File: config.mk
export PLATFORM = sky130hd
export DESIGN_NAME = fbd_div
export DESIGN_NICKNAME = d
export VERILOG_FILES = /design/src/hdl/fbd_pkg.sv /design/src/hdl/fbd_div.sv
export SDC_FILE = /design/constraint.sdc
export NUM_CORES = 1
export LEC_CHECK = 0
export ABC_AREA = 0
export BUFFER_PORTS_ARGS = -buffer_cell sky130_fd_sc_hd__buf_4
export CORE_ASPECT_RATIO = 1.1
export CORE_MARGIN = 2
export CORE_UTILIZATION = 55
export CTS_BUF_LIST = sky130_fd_sc_hd__clkbuf_4
export DETAILED_ROUTE_END_ITERATION = 16
export PLACE_DENSITY = 0.81
export REMOVE_ABC_BUFFERS = 1
export SLEW_MARGIN = 20
export SYNTH_ARGS = -nofsm -noshare
export SYNTH_HDL_FRONTEND = slang
export SYNTH_SLANG_ARGS = --single-unit
File: constraint.sdc
create_clock -name clk -period 2.25 [get_ports clk]
set_clock_uncertainty 0.1 [all_clocks]
set_input_delay 0.675 -clock clk [delete_from_list [all_inputs] [get_ports clk]]
set_output_delay 0.675 -clock clk [all_outputs]
set_load 0.1 [all_outputs]
File: src/hdl/fbd_pkg.sv
package fbd_pkg;

	localparam int MAX_WIDTH  = 128;
	localparam int MAX_HEIGHT = 128;
	localparam int MAX_DIM    = (MAX_WIDTH > MAX_HEIGHT) ? MAX_WIDTH : MAX_HEIGHT;
	localparam int DEPTH      = MAX_WIDTH * MAX_HEIGHT;

	localparam int DIM_W      = $clog2(MAX_DIM + 1);
	localparam int COORD_W    = (MAX_DIM > 1) ? $clog2(MAX_DIM) : 1;
	localparam int ADDR_W     = (DEPTH > 1) ? $clog2(DEPTH) : 1;
	localparam int TOT_W      = $clog2(DEPTH + 1);
	localparam int MUL_W      = COORD_W + DIM_W;
	localparam int DIV_CNT_W  = (ADDR_W > 1) ? $clog2(ADDR_W) : 1;

	localparam int CFG_W      = 8;
	localparam int PIX_W      = 32;
	localparam int POS_W      = 16;
	localparam int BADDR_W    = 16;
	localparam int BYTE_W     = 8;

	localparam logic [PIX_W-1:0] BLACK_OPAQUE = 32'hFF00_0000;
	localparam logic [CFG_W-1:0] RESET_DIM    = 8'd128;

	typedef enum logic [1:0] {
		CFG_FRAME_WIDTH  = 2'd0,
		CFG_FRAME_HEIGHT = 2'd1
	} cfg_index_t;

	typedef enum logic [2:0] {
		REQ_SET_PIXEL = 3'd0,
		REQ_GET_PIXEL = 3'd1,
		REQ_BYTE_WR   = 3'd2,
		REQ_BYTE_RD   = 3'd3,
		REQ_FILL      = 3'd4,
		REQ_TAKE      = 3'd5
	} req_t;

	function automatic logic [DIM_W-1:0] active_dim(input logic [CFG_W-1:0] r,
			input int maxv);
		logic [DIM_W-1:0] res;
		if (r == '0) begin
			res = DIM_W'(1);
		end else if (32'(r) > 32'(maxv)) begin
			res = DIM_W'(maxv);
		end else begin
			res = DIM_W'(r);
		end
		return res;
	endfunction

endpackage

File: src/hdl/fbd_div.sv
module fbd_div
	import fbd_pkg::*;
(
	input  logic              clk,
	input  logic              arst_n,
	input  logic              start,
	output logic              done,
	input  logic [ADDR_W-1:0] dividend,
	input  logic [DIM_W-1:0]  divisor,
	output logic [ADDR_W-1:0] quotient,
	output logic [DIM_W-1:0]  remainder
);

	logic                 busy_q;
	logic                 done_q;
	logic [DIV_CNT_W-1:0] cnt_q;
	logic [ADDR_W-1:0]    quo_q;
	logic [DIM_W-1:0]     rem_q;
	logic [DIM_W-1:0]     dvs_q;
	logic [DIM_W:0]       trial;
	logic [DIM_W:0]       diff;
	logic                 fits;

	assign trial = {rem_q, quo_q[ADDR_W-1]};
	assign fits  = trial >= (DIM_W + 1)'(dvs_q);
	assign diff  = trial - (DIM_W + 1)'(dvs_q);

	always_ff @(posedge clk or negedge arst_n) begin
		if (!arst_n) begin
			busy_q <= 1'b0;
			done_q <= 1'b0;
			cnt_q  <= '0;
		end else begin
			done_q <= 1'b0;
			if (start) begin
				busy_q <= 1'b1;
				cnt_q  <= DIV_CNT_W'(ADDR_W - 1);
			end else if (busy_q) begin
				cnt_q <= cnt_q - DIV_CNT_W'(1);
				if (cnt_q == '0) begin
					busy_q <= 1'b0;
					done_q <= 1'b1;
				end
			end
		end
	end

	always_ff @(posedge clk) begin
		if (start) begin
			quo_q <= dividend;
			rem_q <= '0;
			dvs_q <= divisor;
		end else if (busy_q) begin
			quo_q <= {quo_q[ADDR_W-2:0], fits};
			rem_q <= fits ? diff[DIM_W-1:0] : trial[DIM_W-1:0];
		end
	end

	assign done      = done_q;
	assign quotient  = quo_q;
	assign remainder = rem_q;

endmodule

==> results of run 1 <==
==> metal layers <==
layer | vias to the layer above | routed length [µm] | global-route usage
met1 | 647 | 1469 | 0.2406
met2 | 45 | 1899 | 0.3383
met4 | 0 | 53 | 0.08889
met5 | - | 0 | 0
li1 | 675 | - | -
met3 | 7 | 194 | 0.05709
==> flip-flops by register name, indices dropped and copies added, names as in the netlist <==
signal     count
dvs_q          8
cnt_q          4
quotient      14
busy_q         1
done           1
remainder      8
==> worst register-to-register path: cells and delay by family (launching register included) <==
kind                     cells  cell delay (ns)
flip-flops                   1             0.41
AO/OA/AOI/OAI                2             0.26
buffers and inverters        1             0.11
AND/OR/NAND/NOR              3             0.79
adder cells (fa/ha/maj)      2             0.42
==> path summary, 6_finish.rpt <==
path	start	end	slack [ns]	cells past startpoint
max in group asynchronous	arst_n	cnt_q[3]$_DFFE_PN0P_	1.35	2
hold / removal	divisor[6]	dvs_q[6]$_DFFE_PP_	0.40	1
setup / recovery	quotient[13]$_DFFE_PP_	remainder[6]$_SDFFE_PP0P_	0.08	8
hold reg to reg	remainder[4]$_SDFFE_PP0P_	remainder[4]$_SDFFE_PP0P_	0.41	2
setup reg to reg	quotient[13]$_DFFE_PP_	remainder[6]$_SDFFE_PP0P_	0.08	8
min in group asynchronous	arst_n	busy_q$_DFF_PN0_	0.57	2
==> stage by stage <==
stage	utilization	instances	hold slack, ns	setup WS [ns]
floorplan	-	155	0.2794	-0.3502
global placement	0.6875	241	0.3804	0.2393
detailed placement	0.6875	241	0.3895	0.1425
CTS	0.7117	249	0.007564	0.1123
global route	0.7163	250	0.3748	-0.02844
finish	0.7163	250	0.4046	0.08194
==> power groups by stage <==
stage                     registers [µW]  logic, µW  clock network [µW]
final                                905       1540                 448
after global routing                 920       1630                 485
after CTS                            906       1540                 463
after detailed placement             920       1530                   0
after global placement               915       1500                   0
after floorplan                     1560        581                   0
==> placed cells by master (no fill, tap or decap), types with 2 or more instances in the layout <==
master / Yosys / routed
a211oi_1: 3 / 3
a211oi_2: 2 / 2
a21oi_1: 5 / 5
a21oi_2: 2 / 2
buf_4: 0 / 50
clkbuf_4: 0 / 5
dfrtp_1: 6 / 6
dfxtp_1: 8 / 8
edfxtp_1: 22 / 22
ha_1: 9 / 8
inv_1: 13 / 13
mux2_2: 14 / 14
mux2i_1: 4 / 4
nand2_1: 12 / 12
nand2b_1: 5 / 5
nor2_1: 15 / 15
nor2b_1: 4 / 4
o21ai_0: 4 / 4
xnor2_1: 5 / 5
xor2_1: 2 / 2
==> kinds of logic (layout without fill, tap and decap cells) <==
kind of cell,Yosys count,in the layout,synth area share
compound gates,27,27,0.1127
xor+xnor,7,7,0.03249
fa+ha+maj,10,10,0.07029
buf+inv,18,72,0.04509
flops,36,36,0.5146
mux,19,19,0.1127
simple gates,43,43,0.1121
==> area by class of cell <==
type	instances	area (µm²)
Clock buffer	5	37.54
Clock inverter	3	42.54
Fill cell	237	937.1
Inverter	13	48.80
Multi-Input combinational cell	106	835.8
Sequential cell	36	970.9
Tap cell	36	45.04
Timing Repair Buffer	51	385.4
==> timing repair <==
action	4_1_cts	5_1_grt
setup endpoints to repair	0	1
resized for setup	0	2
hold buffers	0	1
endpoints found under the hold margin	0	4
==> results.ini, run 1 <==
[cts]
cts_made_buffers = 5
cts_max_level = 2
cts_root_buffer = clkbuf_4
post-cts-setup-buffers = 0
tritoncts = yes
cts_buffer_depth = 2
clk_latency_ns = 0.34
clk_pin_slew_ns = 0.11
cts_sinks = 36

[pwr]
p_per_area_nw_per_um2 = 1223
clkPwrFrac = 0.155
power_uw = 2893
power.internal_uw = 1527
pwr-share-comb = 0.532
ir_worst_vdd_uv = 725.3
switching_share = 0.4723
seq_power_share = 0.313
switching_power_uw = 1366
leakage_uw = 0.001032

[route]
wl_um = 3618
num_vias = 1374
first_iter_violations = 54
ant_nets = 0
wire_per_inst_um = 14.47
viasPerCell = 5.496
drc = 0
dr.pass1.iters = 4

[global_routing]
antenna_found_initial = 0
grt_max_degree = 26
grt_usage = 0.2032
grt_pass1_vias = 1342
grt-ovfl-total = 0
grt_first_pass_wirelength_um = 5871

[die]
pin_count = 48
rows = 22
dieArea_um2 = 3916
core_area_um2 = 3303
dieHeight_um = 65.43
dieWidth_um = 59.85
start_util = 0.5712

[timing]
finalHoldViolCount = 0
finalMaxSlewViolations = 0
max_freq_mhz = 461.2
setup_violations = 0
min_period_ns = 2.168
fin_setup_tns_ns = 0
fin_crit_sh = 0.9636
relSlewSlack = 0.6591
tightestPinTransition_ns = 0.5113

[synthesis]
synth.most_common_cell = edfxtp_1
synthFlopType = edfxtp_1
ys_seq_elements = 36
avgSynthCellArea_um2 = 11.79
yosysSeqAreaShare = 0.5146
synth_cells = 160
synth_area_leaders = edfxtp_1, dfxtp_1, mux2_2, dfrtp_1, ha_1
synth_cell_type_count = 41
synth_top_cells_by_count = edfxtp_1, nor2_1, mux2_2
synth_top_area_cell = edfxtp_1
ys_warn_count = 0
syn_area_um2 = 1887
async_reset_ff_frac = 0.1667
synth_top_cell_area_share = 0.3501
synth_edf_count = 22

[placed_design]
placed_cell_area_um2 = 2271
portBuffers = 47
place.gp.congestion = 0.9187
hpwl_um = 2670

[worst_setup_path]
crit_path_top_delay_cell = or4b_1
required_ns = 2.41
crit_type = reg2reg
cp_top_family = simple AND/OR/NAND/NOR gates
crit_chain = inv_1 -> ha_2 -> fa_2 -> nand2b_1 -> a21oi_1 -> or4b_1 -> and4_1 -> o31ai_2
end_kind = flip-flop
path_buf_inv = 1
crit_fanout = 3
crit_arrival_ns = 2.33
worst_setup_path_start_kind = flip-flop
cpPeakStageDelay_ns = 0.47

[layout]
design_area_um2 = 2366
syn2layout_area_growth_pct = 25.40
antenna_cells = 0
fin_nets = 248
drive_above_1_share = 0.3879

[status]
outcome = completed

[flow_run]
cap_viol_max_count = 0

[hold_path]
hold_path.class = in2reg

Note: power is estimated with default switching activity, not from simulation.
==> run 2, diff against run 1 <==
CORE_MARGIN = default   (was 2)
CORE_UTILIZATION = 45   (was 55)
CTS_BUF_LIST = sky130_fd_sc_hd__clkbuf_4 sky130_fd_sc_hd__clkbuf_8   (was sky130_fd_sc_hd__clkbuf_4)
PLACE_DENSITY = 0.68   (was 0.81)
==> run 2 against run 1 <==
Power up 0.46%. Combinational power about the same. Largest power group unchanged. Sequential power about the same.
==> results.ini, run 2 (synthesized netlist as in run 1, its figures left out) <==
[worst_setup_path]
crit_arrival_ns = 2.19  ; was 2.33 ns
cpPeakStageDelay_ns = 0.46  ; was 0.47 ns
crit_chain = inv_2 -> ha_4 -> fa_2 -> nand2b_1 -> a21oi_1 -> or4b_1 -> and4_1 -> o31ai_2  ; was inv_1 -> ha_2 -> fa_2 -> nand2b_1 -> a21oi_1 -> or4b_1 -> and4_1 -> o31ai_2
crit_fanout = 3  ; unchanged
crit_type = reg2reg  ; unchanged
startpoint = quotient[13]$_DFFE_PP_  ; unchanged
crit_path_top_delay_cell = or4b_1  ; unchanged
rrSetupSlack_ns = 0.16  ; was 0.08 ns
worst_setup_path_start_kind = flip-flop  ; unchanged
r2r-end = remainder[6]$_SDFFE_PP0P_  ; unchanged
r2r_cells = 8  ; unchanged
r2r-start = quotient[13]$_DFFE_PP_  ; unchanged
required_ns = 2.36  ; was 2.41 ns
end_kind = flip-flop  ; unchanged

[route]
num_vias = 1386  ; was 1374
wl_um = 3824  ; was 3618 µm
drc = 0  ; unchanged
wire_per_inst_um = 14.43  ; was 14.47 µm
viasPerCell = 5.230  ; was 5.496
first_iter_violations = 43  ; was 54
dr.pass1.iters = 7  ; was 4
ant_nets = 0  ; unchanged

[cts]
cts_root_buffer = clkbuf_8  ; was clkbuf_4
cts_max_level = 2  ; unchanged
clk_latency_ns = 0.29  ; was 0.34 ns
cts_hold_buf = 0  ; unchanged
cts_sinks = 36  ; unchanged
clk_pin_slew_ns = 0.08  ; was 0.11 ns
cts_made_buffers = 5  ; unchanged
cts_buffer_depth = 2  ; unchanged
tritoncts = yes  ; unchanged

[timing]
fin_crit_sh = 0.9268  ; was 0.9636
rsz0062_at_grt = no
min_period_ns = 2.085  ; was 2.168 ns
setup_violations = 0  ; unchanged
max_freq_mhz = 479.5  ; was 461.2 MHz
finalHoldViolCount = 0  ; unchanged
tightestPinTransition_ns = 0.5186  ; was 0.5113 ns
relSlewSlack = 0.6543  ; was 0.6591
finalMaxSlewViolations = 0  ; unchanged

[pwr]
p_per_area_nw_per_um2 = 1215  ; was 1223 nW/µm²
clkPwrFrac = 0.156  ; was 0.155
pwr-share-comb = 0.532  ; about the same
ir_worst_vdd_uv = 567.4  ; was 725.3 µV
switching_power_uw = 1393  ; was 1366 µW
seq_power_share = 0.312  ; was 0.313
power.internal_uw = 1513  ; was 1527 µW
switching_share = 0.4793  ; was 0.4723
leakage_uw = 0.001033  ; was 0.001032 µW
power_uw = 2906  ; was 2893 µW

[global_routing]
grt_max_degree = 30  ; was 26
grt-ovfl-total = 0  ; unchanged
grt.met3_usage = 0.05556  ; was 0.05709
grt_first_pass_wirelength_um = 6058  ; was 5871 µm
grtUsageMet2 = 0.3203  ; was 0.3383
grt_pass1_vias = 1385  ; was 1342
grtUsageMet1 = 0.1968  ; was 0.2406
antenna_found_initial = 0  ; unchanged
grt_usage = 0.1809  ; was 0.2032
busiest_layer = met2  ; unchanged

[die]
rows = 24  ; was 22
dieWidth_um = 63.74  ; was 59.85 µm
core_area_um2 = 3994  ; was 3303 µm²
start_util = 0.4724  ; was 0.5712
dieArea_um2 = 4456  ; was 3916 µm²
dieHeight_um = 69.92  ; was 65.43 µm
pin_count = 48  ; unchanged

[layout]
antenna_cells = 0  ; unchanged
nFillCells = 348  ; was 237
syn2layout_area_growth_pct = 26.79  ; was 25.40%
largest_reg_flops = 14  ; unchanged
layout_commonest_cell = buf_4  ; unchanged
drive_above_1_share = 0.3897  ; was 0.3879
layout.cells.non_filler = 265  ; was 250
seq_area_um2 = 970.9  ; unchanged
fin_nets = 247  ; was 248
layout_common_cells = buf_4, edfxtp_1, nor2_1  ; unchanged
multi_input_area_um2 = 845.8  ; was 835.8 µm²

[placed_design]
dp_cells = 257  ; was 241
hpwl_um = 2879  ; was 2670 µm
portBuffers = 47  ; unchanged
place.gp.congestion = 0.8504  ; was 0.9187

[hold_path]
hold_path.class = in2async  ; was in2reg

[flow_run]
cap_viol_max_count = 0  ; unchanged

[status]
outcome = completed  ; unchanged

-- run 2: cell type report --
class	count	area share
Sequential cell	36	0.4059
Clock buffer	5	0.02877
Tap cell	52	0.02720
Multi-Input combinational cell	106	0.3536
Timing Repair Buffer	50	0.1569
Inverter	13	0.02040
Clock inverter	3	0.007322
-- run 2: how the worst max path moves through the flow --
stage | endpoint | slack [ns]
6_report | remainder[6]$_SDFFE_PP0P_ | 0.16
2_1_floorplan | remainder[6]$_SDFFE_PP0P_ | -0.35
5_1_grt | remainder[6]$_SDFFE_PP0P_ | 0.007
3_3_place_gp | remainder[6]$_SDFFE_PP0P_ | 0.24
3_5_place_dp | remainder[6]$_SDFFE_PP0P_ | 0.18
4_1_cts | remainder[6]$_SDFFE_PP0P_ | 0.14
-- run 2: per-layer routing --
metal	up-vias	wire length [µm]
li1	669	-
met1	650	1576
met2	55	1951
met3	12	215
met4	0	80
met5	-	0
-- run 2: timing repair --
| item | CTS | global route |
|---|---|---|
| setup endpoints to repair | 0 | 1 |
| buffers inserted | 0 | 0 |
| resized for setup | 0 | 4 |
-- run 2: power by group through the flow --
stage | logic, µW | registers (µW) | clock network (µW)
floorplan | 581 | 1560 | 0
global placement | 1510 | 919 | 0
detailed placement | 1530 | 923 | 0
CTS | 1540 | 909 | 467
global route | 1620 | 925 | 489
finish | 1540 | 907 | 454
-- run 2: metrics by stage --
stage | utilization | setup slack (ns) | cell area [µm²] | hold slack (ns) | setup TNS (ns)
2_1_floorplan | - | -0.3502 | 1851 | 0.2794 | -2.146
3_3_place_gp | 0.5736 | 0.2383 | 2291 | 0.3809 | 0
3_5_place_dp | 0.5736 | 0.1752 | 2291 | 0.3844 | 0
4_1_cts | 0.5952 | 0.1403 | 2377 | 0.06869 | 0
5_1_grt | 0.5990 | 0.006846 | 2392 | 0.06589 | 0
6_report | 0.5990 | 0.1647 | 2392 | 0.07435 | 0
-- run 2: critical path: cells and delay by family (launching register included) --
| family | cells | cell delay, ns |
|---|---|---|
| and+or+nand+nor | 3 | 0.78 |
| DFF | 1 | 0.40 |
| adders and majority gates | 2 | 0.36 |
| AOI/OAI and AO/OA | 2 | 0.25 |
| buffers and inverters | 1 | 0.10 |
